## config.mk

```make
export PLATFORM = sky130hd
export DESIGN_NAME = sct_fifo
export DESIGN_NICKNAME = d
export VERILOG_FILES = /design/src/hw/rtl/sct_fifo.sv
export SDC_FILE = /design/constraint.sdc
export NUM_CORES = 1
export LEC_CHECK = 0
export BUFFER_PORTS_ARGS = -buffer_cell sky130_fd_sc_hd__buf_2
export CAP_MARGIN = 20
export CORE_ASPECT_RATIO = 2
export CORE_MARGIN = 4
export CORE_UTILIZATION = 28
export CTS_CLUSTER_SIZE = 16
export DETAILED_ROUTE_END_ITERATION = 8
export PLACE_DENSITY = 0.43
export SYNTH_ARGS = -nofsm -noshare
export SYNTH_HDL_FRONTEND = slang
export SYNTH_SLANG_ARGS = --single-unit
```

## constraint.sdc

```tcl
create_clock -name clk -period 3.5 [get_ports clk]
set_input_delay 0.7 -clock clk [delete_from_list [all_inputs] [get_ports clk]]
set_output_delay 0.7 -clock clk [all_outputs]
set_load 0.01 [all_outputs]
```

## src/hw/rtl/sct_fifo.sv

```systemverilog
`timescale 1ns / 1ps
// ----------------------------------------------------------------------------
// sct_fifo
// Short register queue between the front and the back.
// ----------------------------------------------------------------------------
module sct_fifo #(
    parameter int WIDTH = 32,
    parameter int DEPTH = 4
) (
    input  logic                       clk,
    input  logic                       rst_n,
    input  logic                       push,
    input  logic [WIDTH-1:0]           wdata,
    input  logic                       pop,
    output logic [WIDTH-1:0]           rdata,
    output logic                       not_empty,
    output logic [$clog2(DEPTH+1)-1:0] level
);

    localparam int PW = $clog2(DEPTH);
    localparam int LW = $clog2(DEPTH + 1);

    logic [WIDTH-1:0] mem_reg [DEPTH];
    logic [PW-1:0]    wr_ptr_reg;
    logic [PW-1:0]    rd_ptr_reg;
    logic [LW-1:0]    level_reg;

    function automatic logic [PW-1:0] ptr_inc(input logic [PW-1:0] p);
        return (p == PW'(DEPTH - 1)) ? '0 : p + 1'b1;
    endfunction

    always_ff @(posedge clk)
    begin
        if (push)
        begin
            mem_reg[wr_ptr_reg] <= wdata;
        end
    end

    always_ff @(posedge clk or negedge rst_n)
    begin
        if (!rst_n)
        begin
            wr_ptr_reg <= '0;
            rd_ptr_reg <= '0;
            level_reg  <= '0;
        end
        else
        begin
            if (push)
            begin
                wr_ptr_reg <= ptr_inc(wr_ptr_reg);
            end
            if (pop)
            begin
                rd_ptr_reg <= ptr_inc(rd_ptr_reg);
            end
            if (push && !pop)
            begin
                level_reg <= level_reg + 1'b1;
            end
            else if (pop && !push)
            begin
                level_reg <= level_reg - 1'b1;
            end
        end
    end

    assign rdata     = mem_reg[rd_ptr_reg];
    assign not_empty = (level_reg != '0);
    assign level     = level_reg;

    a_no_overflow: assert property (@(posedge clk) disable iff (!rst_n)
        push && !pop |-> level_reg != LW'(DEPTH))
        else $error("queue overflow");

    a_no_underflow: assert property (@(posedge clk) disable iff (!rst_n)
        pop |-> level_reg != '0)
        else $error("queue underflow");

endmodule

```

==> reports/metrics.yaml, run 1 <==
outcome:
  outcome: "completed"
synthesis:
  async_reset_ff_share_pct: 5.185
  seq_area_frac_synth_pct: 79.19
  ys_types: 19
  synth_area_leader_cell: "edfxtp_1"
  synth_top_area_share_pct: 75.74
  ys_ff_latch: 135
  synthTopCellsByCount: "edfxtp_1 (128), mux4_2 (28), dfrtp_1 (7), ha_1 (6)"
  yosysMostFrequentCell: "edfxtp_1"
  synth_nets: 247
  netlist_area_um2: 5075
  synthCells: 204
  synth_ff_type: "edfxtp_1"
  synth.avg_cell_area_um2: 24.88
  synth_edf_count: 128
  synth_area_leaders: "edfxtp_1 (76%), mux4_2 (12%), dfrtp_1 (3.5%), mux4_1 (2.1%), ha_1 (1.5%)"
  ys_warn_count: 0
global_route:
  grt_usage_pct: 10.61
  grt_pass1_vias: 2591
  grt_overflow: 0
  antenna_found_initial: 0
  grt_max_degree: 33
  grt_pass1_wl_um: 14950
sta:
  finalSetupViolCount: 0
  rsz0062_at_grt: "false"
  period_needed_ns: 2.806
  hold_viol: 0
  drv_slew: 0
  fin_skew_ns: 0.006514
  slew_headroom_pct: 33.88
  tightest_slew_ns: 0.9917
  fin_crit_sh_pct: 80.18
  tns_ns: 0
  fmax_mhz: 356.3
floorplanning:
  io_pins: 72
  die_h_um: 198.4
  initial_utilization_pct: 28.54
  die-area_um2: 20470
  die_x_um: 103.2
  coreArea_um2: 17780
  rows: 69
critical_path:
  critPathRequiredTime_ns: 2.80
  startpoint: "rd_ptr_reg[0]$_DFFE_PN0P_"
  startpoint_type: "flip-flop"
  rrSetupSlack_ns: 1.65
  arrival_ns: 2.11
  critPathCaptureType: "output pin"
  worstPathMaxFanout: 13
  r2r_start: "wr_ptr_reg[0]$_DFFE_PN0P_"
  criticalPathCategory: "flip-flop to output pin"
  r2r-end: "mem_reg[0][15]$_DFFE_PP_"
  worstRegToRegCells: 3
route:
  vias: 2276
  routedWlPerCell_um: 19.35
  wl_um: 9983
  dr.first_iter.drc_count: 55
  drtPass1Iterations: 4
  drc: 0
  viasPerCell: 4.411
  final_antenna_net_count: 0
cts:
  cts_sinks: 135
  h-tree-depth: 4
  worstSkewPairLatency_ns: 0.41
  cts-root-buf: "clkbuf_16"
  post_cts_buffers: 0
  cts_tree: "yes"
  cts.repair.resized: 0
  clkTransAtPathRegs_ns: 0.06
  cts_buffers: 17
  holdBufCountCts: 0
  cts_buffer_depth: 2
place:
  hpwl_um: 6246
  placed_cells: 484
  io_buffers: 71
  place_congestion: 0.6885
power_and_ir_drop:
  power_density_nw_per_um2: 841.7
  p_leak_uw: 0.002162
  ir_worst_vdd_mv: 0.2825
layout:
  antenna_cells: 0
  fin_cells: 516
  utilization_pct: 34.97
  largest_register_ffs: 128
  syn2layout_area_growth_pct: 22.53
  drive_gt1_share_pct: 47.19
  finalNetCount: 333
min_path:
  min_path_type: "primary input to async pin"
flow_run:
  maxCapViolCount: 0
==> routing by layer <==
layer | share of wire (%) | vias up | track usage, % | routed length [µm]
met5 | 0 | - | 0 | 0
met3 | 4.2 | 5 | 3.756 | 417
met2 | 58 | 49 | 19.09 | 5839
met4 | 1.4 | 0 | 4.755 | 143
met1 | 36 | 1193 | 10.68 | 3583
li1 | - | 1029 | - | -
==> worst max-delay path: stages, from the launching register on <==
cell and delay [ns]:
dfrtp_2 0.62, buf_4 0.30, mux4_1 0.61, buf_2 0.17
==> power by group <==
part | total [µW] | leakage [µW] | switching, µW | internal, µW
clock network | 1660 | 0.000264 | 649 | 1010
registers | 2270 | 0.00126 | 179 | 2090
logic | 1310 | 0.000641 | 654 | 656
total | 5230 | 0.00216 | 1480 | 3750
==> final cells by class <==
class	instances	area [µm²]
Fill cell	1680	11570
Sequential cell	135	4021
Multi-Input combinational cell	57	955.9
Clock buffer	20	456.7
Timing Repair Buffer	75	397.9
Tap cell	213	266.5
Clock inverter	12	105.1
Inverter	4	15.01
==> placed cells by master, fill, tap and decap left out, drive strengths merged <==
master / instances
buf: 75
clkinvlp: 5
xor2: 2
nor2: 3
clkinv: 6
or3: 1
edfxtp: 128
fa: 1
inv: 4
and2: 4
dfrtp: 7
bufinv: 1
ha: 6
o21ai: 2
xnor2: 1
mux2: 3
nand2: 2
mux4: 32
clkbuf: 20
==> through the flow <==
stage,setup slack [ns],hold WS (ns),area [µm²],power [µW]
detailed placement,1.055,0.4870,5657,3682
global placement,1.050,0.4890,5657,3658
CTS,0.5999,0.09522,6218,5364
floorplan,1.613,0.4044,5075,3166
finish,0.6938,0.1180,6218,5234
global route,0.5581,0.09284,6218,5522
==> logic make-up after synthesis <==
logic type,count (synthesis),synth area share (%)
buf+inv,12,2.071
xor+xnor,3,0.5178
compound gates,2,0.1972
simple gates,10,0.9862
flops,135,79.19
mux,35,15.16
fa+ha+maj,7,1.874
==> how the worst max path moves through the flow <==
stage	endpoint	cells past startpoint	slack [ns]
6_report	rdata[19]	3	0.69
5_1_grt	rdata[19]	3	0.56
4_1_cts	rdata[19]	3	0.60
3_5_place_dp	rdata[19]	3	1.06
3_3_place_gp	rdata[19]	3	1.05
2_1_floorplan	mem_reg[3][0]$_DFFE_PP_	1	1.61
(Power assumes the default switching activity.)
==> run 2: changes to the inputs <==
Settings changed: PLACE_DENSITY 0.43 to 0.44.
Clock period 3.5 ns to 2.4 ns, I/O delays scaled along.
==> run 2 against run 1 <==
Compared with the run above: setup slack got worse by 0.58 ns; utilization rose by 0.82 points; first-iteration DRC count rose by 40%; clock skew fell by 0.0025 ns; final cell count rose by 1.2%; sequential share of layout area fell by 1.5 points; register-to-register slack got worse by 0.88 ns; global-route usage rose by 0.13 points; largest power group unchanged; highest routed layer is now met5.
==> reports/metrics.yaml, run 2 (synthesized netlist as in run 1, its figures left out) <==
outcome:
  outcome: "completed"
route:
  final_antenna_net_count: 0  # unchanged
  dr.first_iter.drc_count: 77  # +40%
  drc: 0  # unchanged
  routedWlPerCell_um: 19.44  # +0.48%
  wl_um: 10150  # +1.7%
  vias: 2332  # +2.5%
  viasPerCell: 4.467  # +1.3%
  drtPass1Iterations: 4  # unchanged
place:
  io_buffers: 71  # unchanged
  dp_slack_ns: 0.5040  # -0.5513 ns
  hpwl_um: 6530  # +4.5%
  place_congestion: 0.6710  # -2.5%
cts:
  cts_tree: "yes"
  h-tree-depth: 4  # unchanged
  cts.repair.resized: 0  # unchanged
  clkTransAtPathRegs_ns: 0.06  # about the same
  worstSkewPairLatency_ns: 0.41  # about the same
  cts-root-buf: "clkbuf_16"
  cts_buffer_depth: 2  # unchanged
  cts_buffers: 17  # unchanged
  cts_sinks: 135  # unchanged
critical_path:
  r2r_start: "wr_ptr_reg[0]$_DFFE_PN0P_"
  critPathRequiredTime_ns: 1.92  # -0.88 ns
  startpoint_type: "flip-flop"
  arrival_ns: 1.81  # -0.30 ns
  startpoint: "rd_ptr_reg[0]$_DFFE_PN0P_"
  criticalPathCategory: "flip-flop to output pin"
  critPathCaptureType: "output pin"
  r2r-end: "mem_reg[2][3]$_DFFE_PP_"
  rrSetupSlack_ns: 0.77  # -0.88 ns
  worstRegToRegCells: 4  # +1
  crit_end: "rdata[17]"
  worstPathMaxFanout: 15  # +2
sta:
  period_needed_ns: 2.288
  finalSetupViolCount: 0  # unchanged
  tns_ns: 0  # unchanged
  hold_viol: 0  # unchanged
  slew_headroom_pct: 70.04  # +36 points
  fin_skew_ns: 0.004005  # -0.002509 ns
  rsz0062_at_grt: "false"
  tightest_slew_ns: 0.4495  # -0.5423 ns
  setup_ws_ns: 0.1118  # -0.5819 ns
  fin_crit_sh_pct: 95.34
  drv_slew: 0  # unchanged
  fmax_mhz: 437.0
layout:
  syn2layout_area_growth_pct: 25.39
  drive_gt1_share_pct: 46.75  # -0.44 points
  final_cell_mix: "edfxtp_1 (128), buf_2 (71), mux4_2 (28)"
  layout_commonest_cell: "edfxtp_1"
  finalNetCount: 338  # +1.5%
  largest_register_ffs: 128  # unchanged
  utilization_pct: 35.78  # +0.82 points
global_route:
  grt_max_degree: 22  # -33%
  grt_pass1_vias: 2626  # +1.4%
  grt_usage_pct: 10.74  # +0.13 points
  grt_pass1_wl_um: 15260  # +2.0%
  grt_overflow: 0  # unchanged
  antenna_found_initial: 1  # +1
power_and_ir_drop:
  power_density_nw_per_um2: 1245  # +48%
  ir_worst_vdd_mv: 0.4906  # +74%
  p_leak_uw: 0.002231  # +3.2%
min_path:
  min_path_type: "primary input to flip-flop"
  holdPathStages: 1
floorplanning:
  io_pins: 72  # unchanged
  coreArea_um2: 17780  # unchanged
  die-area_um2: 20470  # unchanged
  rows: 69  # unchanged
  initial_utilization_pct: 28.54  # unchanged
  die_x_um: 103.2  # unchanged
  die_h_um: 198.4  # unchanged
flow_run:
  maxCapViolCount: 0  # unchanged
==> run 2: cell types whose count changed in the layout (fill, tap and decap cells not counted), moves of 2 or more <==
cell	change
buf_12	+5
clkinvlp_4	-3
bufinv_16	+2
clkinv_4	-2
clkbuf_1	+3
==> run 2: area by class of cell <==
cell class	instances	area [µm²]
diodes	1	2.502
clock buffers	24	481.7
clock inverters	8	120.1
fillers	1650	11420
inverters	4	15.01
multi-input cells	57	955.9
flip-flops and latches	135	4021
well taps	213	266.5
repair buffers	80	500.5
==> run 2: worst max-delay path: stages (launching register included) <==
cell and delay, ns:
dfrtp_2 0.38, buf_4 0.28, mux4_1 0.58, buf_2 0.15
==> run 2: worst min path at each step <==
| stage | startpoint | end | slack, ns |
|---|---|---|---|
| after floorplan | rst_n | level[0]$_DFFE_PN0P_ | 0.18 |
| after global placement | rst_n | level[2]$_DFFE_PN0P_ | 0.33 |
| after detailed placement | rst_n | level[2]$_DFFE_PN0P_ | 0.34 |
| after CTS | wdata[8] | mem_reg[1][8]$_DFFE_PP_ | 0.26 |
| after global routing | wdata[19] | mem_reg[0][19]$_DFFE_PP_ | 0.26 |
| final | wdata[31] | mem_reg[0][31]$_DFFE_PP_ | 0.28 |
==> run 2: metrics by stage <==
step / power [µW] / cells / instance area (µm²) / hold WS, ns
after floorplan: 4618 / 204 / 5075 / 0.1844
after global placement: 5418 / 488 / 5749 / 0.3306
after detailed placement: 5453 / 488 / 5749 / 0.3384
after CTS: 8095 / 521 / 6361 / 0.2601
after global routing: 8340 / 521 / 6361 / 0.2630
final: 7924 / 522 / 6364 / 0.2830
==> run 2: where the power goes <==
| part | leakage [µW] | switching, µW | internal (µW) |
|---|---|---|---|
| Sequential | 0.00126 | 184 | 3040 |
| Clock | 0.000290 | 904 | 1710 |
| Combinational | 0.000684 | 1050 | 1040 |
==> run 2: routing by layer <==
metal	wire, µm	global-route usage [%]	vias to the layer above
met3	500	4.072	21
met1	3496	10.53	1208
met4	271	5.476	2
met2	5860	19.09	57
met5	20	0	-
li1	-	-	1044
==> run 2: repair_timing <==
item                                   CTS  global route
buffers inserted                         0             0
hold buffers                             1             0
endpoints found under the hold margin    7             0
==> run 3: changes to the inputs <==
Settings changed: ABC_AREA set to 1, CORE_UTILIZATION 28 to 25, PLACE_DENSITY 0.44 to 0.4.
==> run 3 against run 2 <==
Compared with the run above: critical endpoint is now rdata[11]; synthesized area grew 9.5%; highest routed layer is now met4; routed wire length rose by 19%; final area increased by 7.2%; utilization decreased by 4.3 points.
==> reports/metrics.yaml, run 3 <==
synthesis:
  synth.avg_cell_area_um2: 13.04  # -48%
  yosysMostFrequentCell: "edfxtp_1"
  synth_fa_ha_area_share_pct: 1.711  # -0.16 points
  synth_ff_type: "edfxtp_1"
  ys_types: 17  # -2
  synth_nets: 469  # +90%
  synth_top_area_share_pct: 69.17  # -6.6 points
  muxShareOfSynthArea_pct: 0  # -15 points
  ys_warn_count: 0  # unchanged
  ys_ff_latch: 135  # unchanged
  yosys.area_share.simple_pct: 7.971  # +7.0 points
  synthCells: 426  # +110%
  async_reset_ff_share_pct: 5.185  # unchanged
  netlist_area_um2: 5557  # +9.5%
  synth_edf_count: 128  # unchanged
  synth-xor-area-share_pct: 0.1576  # -0.36 points
  seq_area_frac_synth_pct: 72.33  # -6.9 points
  synthTopCellsByCount: "edfxtp_1 (128), nand2_1 (112), inv_1 (76), o211ai_1 (64), buf_6 (15)"
  synth_compound_area_share_pct: 9.007  # +8.8 points
  synth_area_leaders: "edfxtp_1 (69%), o211ai_1 (8.6%), nand2_1 (7.6%), inv_1 (5.1%), dfrtp_1 (3.2%)"
  synth_area_leader_cell: "edfxtp_1"
  synth_top_family_by_area: "compound AO/OA/AOI/OAI gates"
critical_path:
  cp_top_family: "buffers and inverters"
  worstPathMaxFanout: 40  # +25
  rrSetupSlack_ns: 0.79  # +0.02 ns
  critPathSlowestCell: "dfrtp_2"
  critPathRequiredTime_ns: 1.92  # about the same
  r2r_start: "wr_ptr_reg[0]$_DFFE_PN0P_"
  criticalPathCategory: "flip-flop to output pin"
  startpoint_type: "flip-flop"
  critPathCaptureType: "output pin"
  path_buf_inv: 3  # +1
  r2r-end: "mem_reg[2][7]$_DFFE_PP_"
  cp_slowest_stage_delay_ns: 0.43  # -0.15 ns
  cp_cell_sequence: "clkinv_8, buf_12, o211ai_1, nand2_1, buf_2"
  worstRegToRegCells: 5  # +1
  arrival_ns: 1.73  # -0.08 ns
min_path:
  min_path_type: "primary input to flip-flop"
  holdPathStages: 1  # unchanged
  hold_start: "wdata[0]"
  min_to: "mem_reg[2][0]$_DFFE_PP_"
layout:
  final_cell_mix: "edfxtp_1 (128), nand2_1 (112), inv_1 (71), buf_2 (71), o211ai_1 (64)"
  syn2layout_area_growth_pct: 22.79
  drive_gt1_share_pct: 23.33  # -23 points
  fill_cells: 2218  # +34%
  finalNetCount: 553  # +64%
  layout_commonest_cell: "edfxtp_1"
  largest_register_ffs: 128  # unchanged
global_route:
  grt_max_degree: 41  # +86%
  use_met2_pct: 19.16  # +0.076 points
  top_usage_layer: "met2"
  use_met1_pct: 10.11  # -0.42 points
  grt_pass1_vias: 3382  # +29%
  grt_overflow: 0  # unchanged
  grt_usage_pct: 10.45  # -0.29 points
  antenna_found_initial: 2  # +1
  globalRouteMet3Util_pct: 3.311  # -0.76 points
  grt_pass1_wl_um: 18810  # +23%
route:
  drc: 0  # unchanged
  vias: 3320  # +42%
  dr.first_iter.drc_count: 134  # +74%
  routedWlPerCell_um: 15.13  # -22%
  final_antenna_net_count: 0  # unchanged
  viasPerCell: 4.160  # -6.9%
  drtPass1Iterations: 4  # unchanged
  wl_um: 12070  # +19%
power_and_ir_drop:
  ir_worst_vdd_mv: 0.4330  # -12%
  power_density_nw_per_um2: 1201  # -3.5%
  p_leak_uw: 0.002782  # +25%
floorplanning:
  die_h_um: 218.8  # +10%
  rows: 76  # +10%
  coreArea_um2: 21680  # +22%
  die-area_um2: 24820  # +21%
  io_pins: 72  # unchanged
  initial_utilization_pct: 25.63  # -2.9 points
  die_x_um: 113.4  # +9.9%
cts:
  cts_sinks: 135  # unchanged
  post_cts_buffers: 0  # unchanged
  cts_buffer_depth: 2  # unchanged
  cts-root-buf: "clkbuf_16"
  cts_tree: "yes"
  worstSkewPairLatency_ns: 0.41  # about the same
  cts_buffers: 17  # unchanged
  h-tree-depth: 4  # unchanged
  clkTransAtPathRegs_ns: 0.06  # about the same
place:
  dp_slack_ns: 0.4814  # -0.02253 ns
  io_buffers: 71  # unchanged
  place_congestion: 0.7158  # +6.7%
  hpwl_um: 8065  # +23%
sta:
  hold_ws_ns: 0.2800  # -0.002979 ns
  rsz0062_at_grt: "false"
  setup_ws_ns: 0.1873  # +0.07546 ns
  slew_headroom_pct: 68.63  # -1.4 points
  tns_ns: 0  # unchanged
  finalSetupViolCount: 0  # unchanged
  hold_viol: 0  # unchanged
  fin_crit_sh_pct: 92.20  # -3.1 points
  drv_slew: 0  # unchanged
  tightest_slew_ns: 0.4705  # +0.02104 ns
  period_needed_ns: 2.213  # -0.07546 ns
  fmax_mhz: 451.9  # +3.4%
  fin_skew_ns: 0.006764  # +0.002758 ns
outcome:
  outcome: "completed"
flow_run:
  maxCapViolCount: 0  # unchanged
==> run 3: what timing repair did <==
action                                 in CTS  in global routing
setup endpoints to repair                   0                 25
hold buffers                                1                  0
endpoints found under the hold margin       7                  0
gates resized for setup                     0                  6
==> run 3: logic make-up after synthesis <==
logic type               Yosys count
flip-flops                       135
buffers and inverters             98
XOR/XNOR                           1
AND/OR/NAND/NOR                  117
AO/OA/AOI/OAI                     68
adder cells (fa/ha/maj)            7
==> run 3: final cells by class <==
cell class	count	area, µm²	share of cell area [%]
diodes	2	5.005	0.07335
clock buffers	22	464.2	6.804
clock inverters	10	130.1	1.907
inverters	77	305.3	4.475
multi-input cells	193	1047	15.35
flip-flops and latches	135	4021	58.94
well taps	273	341.6	5.006
repair buffers	86	508.0	7.445
==> run 3: how the worst max path moves through the flow <==
stage | slack (ns) | depth (start not counted) | endpoint | start
finish | 0.19 | 5 | rdata[11] | rd_ptr_reg[0]$_DFFE_PN0P_
global route | 0.05 | 5 | rdata[6] | rd_ptr_reg[0]$_DFFE_PN0P_
CTS | 0.0003 | 5 | rdata[6] | rd_ptr_reg[1]$_DFFE_PN0P_
detailed placement | 0.48 | 5 | rdata[6] | rd_ptr_reg[1]$_DFFE_PN0P_
global placement | 0.48 | 6 | rdata[6] | rd_ptr_reg[0]$_DFFE_PN0P_
floorplan | 0.72 | 4 | mem_reg[2][0]$_DFFE_PP_ | wr_ptr_reg[0]$_DFFE_PN0P_
==> run 3: per-stage QoR <==
stage / instances / total power (µW) / utilization (%) / area [µm²]
6_report: 798 / 8194 / 31.47 / 6823
3_3_place_gp: 763 / 5695 / 28.59 / 6198
3_5_place_dp: 763 / 5741 / 28.59 / 6198
4_1_cts: 796 / 8372 / 31.38 / 6803
5_1_grt: 797 / 8742 / 31.46 / 6820
2_1_floorplan: 426 / 4830 / - / 5557
==> run 3: metal layers <==
layer	wire, µm	vias up
met1	4412	1600
li1	-	1643
met5	0	-
met4	425	0
met3	476	18
met2	6758	59
==> run 3: power by group <==
group          switching [µW]  internal (µW)
sequential                134           3030
combinational            1570            864
clock                     916           1680
total                    2620           5570
